File: src/design/fir_pkg.sv
package fir_pkg;

    localparam int TAPS_DEF         = 20;
    localparam int SAMPLE_WIDTH_DEF = 16;
    localparam int COEF_W           = 16;
    localparam int COEF_FRAC        = 15;
    localparam int ROM_LEN          = 20;
    localparam int ROM_AW           = 5;

    // Symmetric Q1.15 coefficient set, round(c * 32768).
    localparam logic signed [COEF_W-1:0] COEF_ROM [ROM_LEN] = '{
        -16'sd152,  16'sd287,   16'sd190,   -16'sd950,  16'sd311,
        16'sd1566,  -16'sd985,  -16'sd3302, 16'sd4007,  16'sd15405,
        16'sd15405, 16'sd4007,  -16'sd3302, -16'sd985,  16'sd1566,
        16'sd311,   -16'sd950,  16'sd190,   16'sd287,   -16'sd152
    };

    typedef struct packed {
        logic valid;
        logic first;
    } t_mac_ctl;

    typedef struct packed {
        logic rotate;
        logic load;
    } t_dly_ctl;

    // Taps past the end of the table weigh zero.
    function automatic logic signed [COEF_W-1:0] coef_at(input int k);
        logic signed [COEF_W-1:0] c;
        c = '0;
        if (k >= 0 && k < ROM_LEN) begin
            c = COEF_ROM[k[ROM_AW-1:0]];
        end
        return c;
    endfunction

endpackage

File: src/design/fir_if.sv
interface fir_in_if #(
    parameter int SAMPLE_WIDTH = 16
);
    logic                           valid;
    logic                           ready;
    logic signed [SAMPLE_WIDTH-1:0] sample;
    logic                           sample_last;

    modport source (output valid, output sample, output sample_last, input ready);
    modport sink   (input valid, input sample, input sample_last, output ready);
endinterface

interface fir_out_if #(
    parameter int SAMPLE_WIDTH = 16
);
    logic                           valid;
    logic                           ready;
    logic signed [SAMPLE_WIDTH-1:0] out_sample;
    logic                           out_last;

    modport source (output valid, output out_sample, output out_last, input ready);
    modport sink   (input valid, input out_sample, input out_last, output ready);
endinterface

File: src/design/fir_delay.sv
module fir_delay
    import fir_pkg::*;
#(
    parameter int TAPS         = TAPS_DEF,
    parameter int SAMPLE_WIDTH = SAMPLE_WIDTH_DEF
) (
    input  logic                           i_clk,
    input  logic                           i_rst_n,
    input  t_dly_ctl                       i_ctl,
    input  logic signed [SAMPLE_WIDTH-1:0] i_x,
    output logic signed [SAMPLE_WIDTH-1:0] o_head
);

    localparam int DLY_N = TAPS - 1;

    logic signed [SAMPLE_WIDTH-1:0] r_dly [DLY_N];

    // The line rotates so that each stored sample passes the head in turn.
    // On the final tap the oldest sample sits at the head and is replaced by
    // the new one, which leaves the line shifted by one.
    always_ff @(posedge i_clk) begin
        if (!i_rst_n) begin
            for (int i = 0; i < DLY_N; i++) begin
                r_dly[i] <= '0;
            end
        end else if (i_ctl.load) begin
            r_dly[0] <= i_x;
        end else if (i_ctl.rotate) begin
            for (int i = 0; i < DLY_N - 1; i++) begin
                r_dly[i] <= r_dly[i+1];
            end
            r_dly[DLY_N-1] <= r_dly[0];
        end
    end

    assign o_head = r_dly[0];

endmodule

File: src/design/fir_mac.sv
module fir_mac
    import fir_pkg::*;
#(
    parameter int TAPS         = TAPS_DEF,
    parameter int SAMPLE_WIDTH = SAMPLE_WIDTH_DEF
) (
    input  logic                           i_clk,
    input  logic                           i_rst_n,
    input  t_mac_ctl                       i_ctl,
    input  logic signed [SAMPLE_WIDTH-1:0] i_a,
    input  logic signed [COEF_W-1:0]       i_b,
    output logic signed [SAMPLE_WIDTH-1:0] o_result
);

    localparam int PROD_W = SAMPLE_WIDTH + COEF_W;
    localparam int ACC_W  = PROD_W + $clog2(TAPS) + 1;
    localparam int SUM_W  = ACC_W - COEF_FRAC;

    localparam logic signed [SUM_W-1:0] SAT_MAX =
        {{(SUM_W-SAMPLE_WIDTH+1){1'b0}}, {(SAMPLE_WIDTH-1){1'b1}}};
    localparam logic signed [SUM_W-1:0] SAT_MIN =
        {{(SUM_W-SAMPLE_WIDTH+1){1'b1}}, {(SAMPLE_WIDTH-1){1'b0}}};
    localparam logic signed [ACC_W-1:0] HALF_LSB =
        {{(ACC_W-COEF_FRAC){1'b0}}, 1'b1, {(COEF_FRAC-1){1'b0}}};

    logic signed [PROD_W-1:0] r_prod;
    t_mac_ctl                 r_p_ctl;
    logic signed [ACC_W-1:0]  r_acc;
    logic signed [ACC_W-1:0]  w_prod_ext;
    logic signed [ACC_W-1:0]  w_rnd;
    logic signed [SUM_W-1:0]  w_shift;

    always_ff @(posedge i_clk) begin
        if (!i_rst_n) begin
            r_p_ctl <= '0;
        end else begin
            r_p_ctl <= i_ctl;
        end
    end

    always_ff @(posedge i_clk) begin
        if (i_ctl.valid) begin
            r_prod <= i_a * i_b;
        end
    end

    assign w_prod_ext = {{(ACC_W-PROD_W){r_prod[PROD_W-1]}}, r_prod};

    always_ff @(posedge i_clk) begin
        if (r_p_ctl.valid) begin
            r_acc <= r_p_ctl.first ? w_prod_ext : r_acc + w_prod_ext;
        end
    end

    // Round half up, then an arithmetic shift gives floor of the biased sum.
    assign w_rnd   = r_acc + HALF_LSB;
    assign w_shift = w_rnd[ACC_W-1:COEF_FRAC];

    always_comb begin
        if (w_shift > SAT_MAX) begin
            o_result = SAT_MAX[SAMPLE_WIDTH-1:0];
        end else if (w_shift < SAT_MIN) begin
            o_result = SAT_MIN[SAMPLE_WIDTH-1:0];
        end else begin
            o_result = w_shift[SAMPLE_WIDTH-1:0];
        end
    end

endmodule

File: src/design/fir_filter_20_tap.sv
// Each request runs through S_MAC over every tap, then S_DRAIN and S_ROUND,
// before its result enters the output register. A last sample yields TAPS
// outputs from the single shared multiplier before a new request is taken.
// The output register lets a new request in while a result waits.
// Synchronous active-low reset clears the delay line and all control state.
module fir_filter_20_tap
    import fir_pkg::*;
#(
    parameter int TAPS         = TAPS_DEF,
    parameter int SAMPLE_WIDTH = SAMPLE_WIDTH_DEF
) (
    input  logic      i_clk,
    input  logic      i_rst_n,
    fir_in_if.sink    i_in,
    fir_out_if.source o_out
);

    localparam int KW = $clog2(TAPS);

    typedef enum logic [3:0] {
        S_IDLE  = 4'b0001,
        S_MAC   = 4'b0010,
        S_DRAIN = 4'b0100,
        S_ROUND = 4'b1000
    } t_state;

    t_state                         r_state;
    t_state                         n_state;
    logic [KW-1:0]                  r_k;
    logic [KW-1:0]                  r_tail;
    logic                           r_flush;
    logic signed [SAMPLE_WIDTH-1:0] r_x;
    logic                           r_out_valid;
    logic signed [SAMPLE_WIDTH-1:0] r_out_sample;
    logic                           r_out_last;

    t_mac_ctl                       w_mac_ctl;
    t_dly_ctl                       w_dly_ctl;
    logic signed [SAMPLE_WIDTH-1:0] w_head;
    logic signed [SAMPLE_WIDTH-1:0] w_operand;
    logic signed [COEF_W-1:0]       w_coef;
    logic signed [SAMPLE_WIDTH-1:0] w_result;
    logic                           w_accept;
    logic                           w_out_free;
    logic                           w_load_out;
    logic                           w_k_last;

    assign w_accept   = i_in.valid && i_in.ready;
    assign w_out_free = !r_out_valid || o_out.ready;
    assign w_load_out = (r_state == S_ROUND) && w_out_free;
    assign w_k_last   = (r_k == KW'(TAPS - 1));

    assign i_in.ready = (r_state == S_IDLE);

    always_comb begin
        n_state = r_state;
        unique case (r_state)
            S_IDLE: begin
                if (i_in.valid) begin
                    n_state = S_MAC;
                end
            end
            S_MAC: begin
                if (w_k_last) begin
                    n_state = S_DRAIN;
                end
            end
            S_DRAIN: begin
                n_state = S_ROUND;
            end
            S_ROUND: begin
                if (w_out_free) begin
                    n_state = (r_tail != '0) ? S_MAC : S_IDLE;
                end
            end
            default: begin
                n_state = S_IDLE;
            end
        endcase
    end

    always_ff @(posedge i_clk) begin
        if (!i_rst_n) begin
            r_state <= S_IDLE;
            r_k     <= '0;
            r_tail  <= '0;
            r_flush <= 1'b0;
        end else begin
            r_state <= n_state;
            if (w_accept) begin
                r_tail  <= i_in.sample_last ? KW'(TAPS - 1) : '0;
                r_flush <= i_in.sample_last;
            end else if (w_load_out) begin
                if (r_tail != '0) begin
                    r_tail <= r_tail - 1'b1;
                end else begin
                    r_flush <= 1'b0;
                end
            end
            if (r_state == S_MAC) begin
                r_k <= w_k_last ? '0 : r_k + 1'b1;
            end
        end
    end

    // Tail outputs run with zero shifted in.
    always_ff @(posedge i_clk) begin
        if (w_accept) begin
            r_x <= i_in.sample;
        end else if (w_load_out) begin
            r_x <= '0;
        end
    end

    always_ff @(posedge i_clk) begin
        if (!i_rst_n) begin
            r_out_valid <= 1'b0;
        end else if (w_load_out) begin
            r_out_valid <= 1'b1;
        end else if (o_out.ready) begin
            r_out_valid <= 1'b0;
        end
    end

    always_ff @(posedge i_clk) begin
        if (w_load_out) begin
            r_out_sample <= w_result;
            r_out_last   <= r_flush && (r_tail == '0);
        end
    end

    assign o_out.valid      = r_out_valid;
    assign o_out.out_sample = r_out_sample;
    assign o_out.out_last   = r_out_last;

    assign w_coef    = coef_at(int'(r_k));
    assign w_operand = (r_k == '0) ? r_x : w_head;

    assign w_mac_ctl.valid = (r_state == S_MAC);
    assign w_mac_ctl.first = (r_k == '0);

    assign w_dly_ctl.rotate = (r_state == S_MAC) && (r_k != '0) && !w_k_last;
    assign w_dly_ctl.load   = (r_state == S_MAC) && w_k_last;

    fir_delay #(
        .TAPS         (TAPS),
        .SAMPLE_WIDTH (SAMPLE_WIDTH)
    ) u_delay (
        .i_clk   (i_clk),
        .i_rst_n (i_rst_n),
        .i_ctl   (w_dly_ctl),
        .i_x     (r_x),
        .o_head  (w_head)
    );

    fir_mac #(
        .TAPS         (TAPS),
        .SAMPLE_WIDTH (SAMPLE_WIDTH)
    ) u_mac (
        .i_clk    (i_clk),
        .i_rst_n  (i_rst_n),
        .i_ctl    (w_mac_ctl),
        .i_a      (w_operand),
        .i_b      (w_coef),
        .o_result (w_result)
    );

endmodule

File: src/flat_wrapper.sv
// flat-port wrapper written by rule: the top's interface ports become plain ports
module fir_filter_20_tap_flat import fir_pkg::*;
#(
    parameter int TAPS         = TAPS_DEF,
    parameter int SAMPLE_WIDTH = SAMPLE_WIDTH_DEF
)
  (i_clk, i_rst_n, i_in_valid, i_in_sample, i_in_sample_last, i_in_ready, o_out_valid, o_out_out_sample, o_out_out_last, o_out_ready);
  fir_in_if #(.SAMPLE_WIDTH(SAMPLE_WIDTH)) i_in_i ();
  fir_out_if #(.SAMPLE_WIDTH(SAMPLE_WIDTH)) o_out_i ();
  input  logic i_clk;
  input  logic i_rst_n;
  input wire logic [$bits(i_in_i.valid)-1:0] i_in_valid;
  input wire logic [$bits(i_in_i.sample)-1:0] i_in_sample;
  input wire logic [$bits(i_in_i.sample_last)-1:0] i_in_sample_last;
  output wire logic [$bits(i_in_i.ready)-1:0] i_in_ready;
  output wire logic [$bits(o_out_i.valid)-1:0] o_out_valid;
  output wire logic [$bits(o_out_i.out_sample)-1:0] o_out_out_sample;
  output wire logic [$bits(o_out_i.out_last)-1:0] o_out_out_last;
  input wire logic [$bits(o_out_i.ready)-1:0] o_out_ready;
  assign i_in_i.valid = i_in_valid;
  assign i_in_i.sample = i_in_sample;
  assign i_in_i.sample_last = i_in_sample_last;
  assign i_in_ready = i_in_i.ready;
  assign o_out_valid = o_out_i.valid;
  assign o_out_out_sample = o_out_i.out_sample;
  assign o_out_out_last = o_out_i.out_last;
  assign o_out_i.ready = o_out_ready;
  fir_filter_20_tap #(.TAPS(TAPS), .SAMPLE_WIDTH(SAMPLE_WIDTH)) u_core (.i_clk(i_clk), .i_rst_n(i_rst_n), .i_in(i_in_i), .o_out(o_out_i));
endmodule
File: config.mk
export PLATFORM = sky130hd
export DESIGN_NAME = fir_filter_20_tap_flat
export DESIGN_NICKNAME = d
export VERILOG_FILES = /design/src/design/fir_pkg.sv /design/src/design/fir_if.sv /design/src/design/fir_delay.sv /design/src/design/fir_mac.sv /design/src/design/fir_filter_20_tap.sv /design/src/flat_wrapper.sv
export SDC_FILE = /design/constraint.sdc
export NUM_CORES = 1
export LEC_CHECK = 0
export BUFFER_PORTS_ARGS = -buffer_cell sky130_fd_sc_hd__buf_2
export CAP_MARGIN = 20
export CORE_UTILIZATION = 25
export DETAILED_ROUTE_END_ITERATION = 10
export PLACE_DENSITY = 0.44
export SLEW_MARGIN = 25
export SYNTH_ARGS = -nofsm -noshare
export SYNTH_HDL_FRONTEND = slang
export SYNTH_HIERARCHICAL = 1
export SYNTH_SLANG_ARGS = --single-unit
File: constraint.sdc
create_clock -name i_clk -period 9.29 [get_ports i_clk]
set_clock_uncertainty 0.2 [all_clocks]
set_input_delay 1.3935 -clock i_clk [delete_from_list [all_inputs] [get_ports i_clk]]
set_output_delay 1.3935 -clock i_clk [all_outputs]
set_load 0.03 [all_outputs]
==> results of run 1 <==
cells by family after synthesis:
kind of cell | after synthesis | synth area share
flops | 425 | 0.429
simple gates | 857 | 0.167
mux | 24 | 0.00930
fa+ha+maj | 391 | 0.234
buf+inv | 467 | 0.0692
compound gates | 298 | 0.0668
xor+xnor | 84 | 0.0251
layout make-up:
type                            instances  share of cell area
Antenna cell                            2            0.000154
Clock inverter                         26             0.00707
Timing Repair Buffer                   70              0.0141
Inverter                              354              0.0409
Sequential cell                       425               0.386
Tap cell                             1524              0.0585
Clock buffer                           62              0.0401
Multi-Input combinational cell       1654               0.453
path summary, 6_finish.rpt:
check,from,end,slack [ns],depth (start not counted)
setup reg to reg,u_core/r_k[0]$_SDFFE_PN0P_,u_core/u_mac/r_prod[30]$_DFFE_PP_,0.81,24
setup / recovery,u_core/r_k[0]$_SDFFE_PN0P_,u_core/u_mac/r_prod[30]$_DFFE_PP_,0.81,24
hold / removal,u_core/r_tail[4]$_SDFFE_PN0P_,u_core/r_tail[4]$_SDFFE_PN0P_,0.29,2
hold reg to reg,u_core/r_tail[4]$_SDFFE_PN0P_,u_core/r_tail[4]$_SDFFE_PN0P_,0.29,2
flip-flops by register name (all words and copies together), names as in the netlist, 2 cells and up:
signal	flops
u_core/u_mac/r_p_ctl	2
u_core/o_out.out_sample	16
u_core/u_delay/r_dly	304
u_core/r_x	16
u_core/u_mac/r_prod	32
u_core/r_tail	5
u_core/u_mac/r_acc	38
u_core/r_k	5
u_core/r_state	4
metal layers:
metal / share of wire / track usage / wire [um] / up-vias
met5: 0.00039 / 0 / 25 / -
met3: 0.043 / 0.0167 / 2760 / 80
met4: 0.018 / 0.0265 / 1170 / 4
met1: 0.51 / 0.165 / 33000 / 8722
met2: 0.43 / 0.167 / 27700 / 271
li1: - / - / - / 8437
layout by cell type (no fill, tap or decap), types with 11 or more instances in the layout:
cell | netlist | layout
dfxtp_1 | 18 | 17
and3_1 | 31 | 31
buf_4 | 21 | 29
fa_1 | 263 | 263
nand4_1 | 11 | 11
ha_1 | 128 | 128
xnor2_1 | 52 | 52
a32o_1 | 16 | 16
a21oi_1 | 71 | 71
edfxtp_1 | 407 | 407
a21o_1 | 34 | 34
o21ai_0 | 76 | 74
nand2_1 | 200 | 200
buf_2 | 4 | 39
xor2_1 | 32 | 32
and2_4 | 68 | 68
and2_1 | 348 | 348
nor2_1 | 76 | 76
nand3_1 | 24 | 24
clkbuf_16 | 0 | 49
nand2b_1 | 17 | 16
inv_1 | 350 | 350
mux2_2 | 18 | 18
nor3_1 | 23 | 23
nor2b_1 | 13 | 13
critical path, stage by stage, from the launching register on:
cell and delay, ns:
dfxtp_1 0.52, inv_1 0.22, ha_1 0.47, nor3_1 0.25
buf_4 0.19, a31o_2 0.41, inv_1 0.36, nor2_1 0.20
fa_1 0.45, fa_1 0.48, fa_1 0.52, fa_1 0.51
fa_1 0.55, inv_1 0.05, fa_1 0.52, inv_1 0.04
ha_1 0.37, nand3_1 0.12, nor2_1 0.19, nand4_1 0.13
a2111oi_2 0.38, o21ai_0 0.21, or3_1 0.39, a21oi_1 0.23
o311ai_0 0.21
metrics by stage:
stage | hold slack (ns) | worst slack, ns | instances | cell area [um2] | util
2_1_floorplan | 0.256 | 1.43 | 2546 | 29300 | -
3_3_place_gp | 0.278 | 0.979 | 4026 | 31000 | 0.267
3_5_place_dp | 0.282 | 0.762 | 4026 | 31000 | 0.267
4_1_cts | 0.286 | 0.752 | 4114 | 32500 | 0.280
5_1_grt | 0.318 | 0.202 | 4115 | 32600 | 0.280
6_report | 0.294 | 0.807 | 4117 | 32600 | 0.280
cell usage after synthesis (11+ instances only):
cell type / instances / area share
a21o_1: 34 / 0.0087
xnor2_1: 52 / 0.016
nor2b_1: 13 / 0.0028
nand3_1: 24 / 0.0041
a32o_1: 16 / 0.0055
dfxtp_1: 18 / 0.012
nand2b_1: 17 / 0.0036
edfxtp_1: 407 / 0.42
nand2_1: 200 / 0.026
fa_1: 263 / 0.18
ha_1: 128 / 0.055
a21oi_1: 71 / 0.012
inv_1: 350 / 0.045
nor2_1: 76 / 0.0097
o21ai_0: 76 / 0.013
clkbuf_1: 70 / 0.0090
xor2_1: 32 / 0.0096
buf_4: 21 / 0.0054
and2_4: 68 / 0.020
and2_1: 348 / 0.074
mux2_2: 18 / 0.0069
nor3_1: 23 / 0.0039
and3_1: 31 / 0.0066
nand4_1: 11 / 0.0023
==> results.py, run 1 <==
metrics = {
    "global_route": {
        "antenna_found_initial": 4,
        "track_usage": 0.111,
        "grt_max_degree": 195,
        "grt_overflow": 0,
        "grt_pass1_wl_mm": 104,
        "grt_pass1_vias": 18300,
    },
    "clock_tree": {
        "htreeDepth": 2,
        "postCtsSetupBuffers": 0,
        "cts_made_buffers": 49,
        "clk_latency_ns": 0.64,
        "clock-root-buffer": "clkbuf_16",
        "cts_resized": 0,
        "cts_hold_buf": 0,
        "cts_tree": "built",
        "path_clk_slew_ns": 0.06,
        "clock-sinks": 425,
        "clock_path_buffers": 3,
    },
    "cells_and_area": {
        "seq_area_um2": 12600,
        "drive_gt1_frac": 0.103,
        "syn2layout_area_growth_pct": 11.0,
        "multi_input_area_um2": 14800,
        "fill_cells": 12100,
        "finalNetCount": 2966,
    },
    "worst_setup_path": {
        "crit_required_ns": 9.43,
        "critPathKind": "flip-flop to flip-flop",
        "end_kind": "flip-flop",
        "crit_arrival_ns": 8.62,
        "startpoint_type": "flip-flop",
        "critical_path.max_fanout": 22,
    },
    "synth": {
        "synth-seq-area-share": 0.429,
        "synth_edf_count": 407,
        "ys.flop_type": "edfxtp_1",
        "syn_area_per_cell_um2": 11.5,
        "syn_area_um2": 29300,
        "netlist_instances": 2546,
        "synth_nets": 2958,
        "yosysUniqueCellTypes": 88,
        "async_reset_ff_frac": 0,
        "ys_warn_count": 6,
        "ys_ff_latch": 425,
    },
    "routing": {
        "first_pass_iters": 5,
        "drt_first_iter_violations": 1125,
        "routed-via-count": 17500,
        "via_per_inst": 4.25,
        "drc": 0,
        "ant_nets": 0,
        "wirelength_mm": 64.6,
        "routedWlPerCell_um": 15.7,
    },
    "timing": {
        "hold_viol": 0,
        "slew-limit-headroom": 0.326,
        "fmax_ghz": 0.118,
        "tns_ns": 0,
        "min_period_over_period": 0.913,
        "worstMarginPinSlew_ns": 1.00,
        "final.min_clock_period_ns": 8.48,
        "slew_violations": 0,
        "setup_viol": 0,
        "rsz0062_at_grt": "no",
    },
    "run": {
        "cap_violations": 0,
    },
    "hold_path": {
        "min_path_type": "flip-flop to flip-flop",
    },
    "floorplanning": {
        "dieArea_um2": 119000,
        "core_area_um2": 116000,
        "die_w_um": 345,
        "ios": 40,
        "initial_core_util": 0.252,
        "die_y_um": 345,
        "fp-row-count": 125,
    },
    "run_status": {
        "status": "complete, no violations",
    },
    "placed_design": {
        "numPortBuffers": 39,
        "hpwl_mm": 45.1,
        "gp_congestion": 0.788,
    },
}
Power of run 1 is not shown: default switching activity piles up to over one toggle a cycle in this logic, so the estimate is an artifact.
==> inputs of run 2 (changes only) <==
- CORE_ASPECT_RATIO: not set -> 1.75
- SETUP_SLACK_MARGIN: not set -> 0.15
- clock period: 9.29 -> 7.2 ns (I/O delays scaled with it)
==> results.py, run 2 (synthesis results as in run 1) <==
metrics = {
    "worst_setup_path": {
        "critical_path.max_fanout": 8,
        "crit_arrival_ns": 7.24,
        "critPathKind": "flip-flop to flip-flop",
        "crit_family": "adder cells",
        "startpoint_type": "flip-flop",
        "crit_required_ns": 7.41,
        "critPathMostFrequentCell": "fa_1",
        "cpPeakStageDelay_ns": 0.55,
        "path_buf_inv": 8,
        "crit_slowest_cell": "fa_2",
        "end_kind": "flip-flop",
    },
    "routing": {
        "routed-via-count": 18100,
        "first_pass_iters": 8,
        "drt_first_iter_violations": 703,
        "wirelength_mm": 68.3,
        "drc": 6,
        "routedWlPerCell_um": 16.2,
        "via_per_inst": 4.28,
        "ant_nets": 0,
    },
    "cells_and_area": {
        "final_cell_mix": "407 x edfxtp_1, 342 x and2_1, 339 x inv_1",
        "largest_reg_flops": 304,
        "seq_area_um2": 12600,
        "layout_commonest_cell": "edfxtp_1",
        "fill_cells": 12000,
        "final-instance-count-excl-fill": 4228,
        "top_register": "u_core/u_delay/r_dly",
        "multi_input_area_um2": 15200,
        "syn2layout_area_growth_pct": 16.7,
        "drive_gt1_frac": 0.172,
        "utilization": 0.295,
        "top_regs": "u_core/u_delay/r_dly x304, u_core/u_mac/r_acc x38, u_core/u_mac/r_prod x32",
        "finalNetCount": 3099,
    },
    "timing": {
        "setup_viol": 0,
        "hold_viol": 0,
        "final.min_clock_period_ns": 7.03,
        "min_period_over_period": 0.976,
        "fmax_ghz": 0.142,
        "hold_ws_ns": 0.284,
        "worstMarginPinSlew_ns": 0.938,
        "slew-limit-headroom": 0.374,
        "setup_ws_ns": 0.174,
        "slew_violations": 0,
        "rsz0062_at_grt": "yes",
    },
    "floorplanning": {
        "die_y_um": 455,
        "initial_core_util": 0.253,
        "core_area_um2": 116000,
        "fp-row-count": 165,
        "ios": 40,
        "dieArea_um2": 119000,
        "die_w_um": 261,
    },
    "placed_design": {
        "numPortBuffers": 39,
        "gp_congestion": 0.831,
        "place_worst_setup_slack_ns": -0.371,
        "hpwl_mm": 51.1,
        "dp.cells": 4127,
    },
    "global_route": {
        "grt_pass1_wl_mm": 109,
        "grt_max_degree": 201,
        "grt_overflow": 0,
        "antenna_found_initial": 2,
        "track_usage": 0.118,
        "grt_pass1_vias": 19800,
    },
    "clock_tree": {
        "cts_made_buffers": 46,
        "cts_tree": "built",
        "htreeDepth": 2,
        "path_clk_slew_ns": 0.06,
        "clock_path_buffers": 3,
        "clock-root-buffer": "clkbuf_16",
        "clock-sinks": 425,
        "clk_latency_ns": 0.61,
    },
    "run_status": {
        "status": "finished with violations",
        "violations": "design-rule violations",
    },
    "run": {
        "cap_violations": 0,
    },
    "hold_path": {
        "min_path_type": "flip-flop to flip-flop",
    },
}
==> run 2: cell types whose count changed in the layout (fill, tap and decap cells not counted), moves of 11 or more <==
cell	change
mux2_4	+13
buf_12	+18
mux2_2	-12
inv_1	-11
buf_4	+106
==> run 2: area by class of cell <==
cell class	instances	area share
Multi-Input combinational cell	1655	0.443
Inverter	354	0.0390
Timing Repair Buffer	205	0.0511
Antenna cell	3	0.000219
Tap cell	1503	0.0549
Clock buffer	55	0.0346
Sequential cell	425	0.368
Clock inverter	28	0.00990
==> run 2: metrics by stage <==
stage | cell area, um2 | setup TNS, ns
2_1_floorplan | 29400 | 0
3_3_place_gp | 32100 | -1.09
3_5_place_dp | 32100 | -1.15
4_1_cts | 34000 | 0
5_1_grt | 34200 | -0.211
6_report | 34200 | 0
==> run 2: tightest hold or removal path, stage by stage (launching register included) <==
cell and delay [ns]:
dfxtp_1 0.32, nand3_1 0.06, a21oi_1 0.06
==> run 2: path summary, 6_finish.rpt <==
check / from / to / slack, ns / cells past startpoint
setup / recovery: u_core/r_k[0]$_SDFFE_PN0P_ / u_core/u_mac/r_prod[31]$_DFFE_PP_ / 0.17 / 27
hold / removal: u_core/r_tail[4]$_SDFFE_PN0P_ / u_core/r_tail[4]$_SDFFE_PN0P_ / 0.28 / 2
setup reg to reg: u_core/r_k[0]$_SDFFE_PN0P_ / u_core/u_mac/r_prod[31]$_DFFE_PP_ / 0.17 / 27
hold reg to reg: u_core/r_tail[4]$_SDFFE_PN0P_ / u_core/r_tail[4]$_SDFFE_PN0P_ / 0.28 / 2
==> run 2: what timing repair did <==
item                       in CTS  in global routing
resized for setup              55                 52
hold buffers                    0                  0
cloned                          1                  1
pin swaps                      17                  9
setup endpoints to repair      13                  9
setup buffers                   7                  6
==> run 2: layer usage <==
layer / vias to the layer above / part of all wire / track usage
li1: 8684 / - / -
met2: 230 / 0.55 / 0.227
met1: 9063 / 0.39 / 0.125
met5: - / 0 / 0
met4: 0 / 0.047 / 0.0562
met3: 135 / 0.023 / 0.0137
Power of run 2 is left out for the same reason.
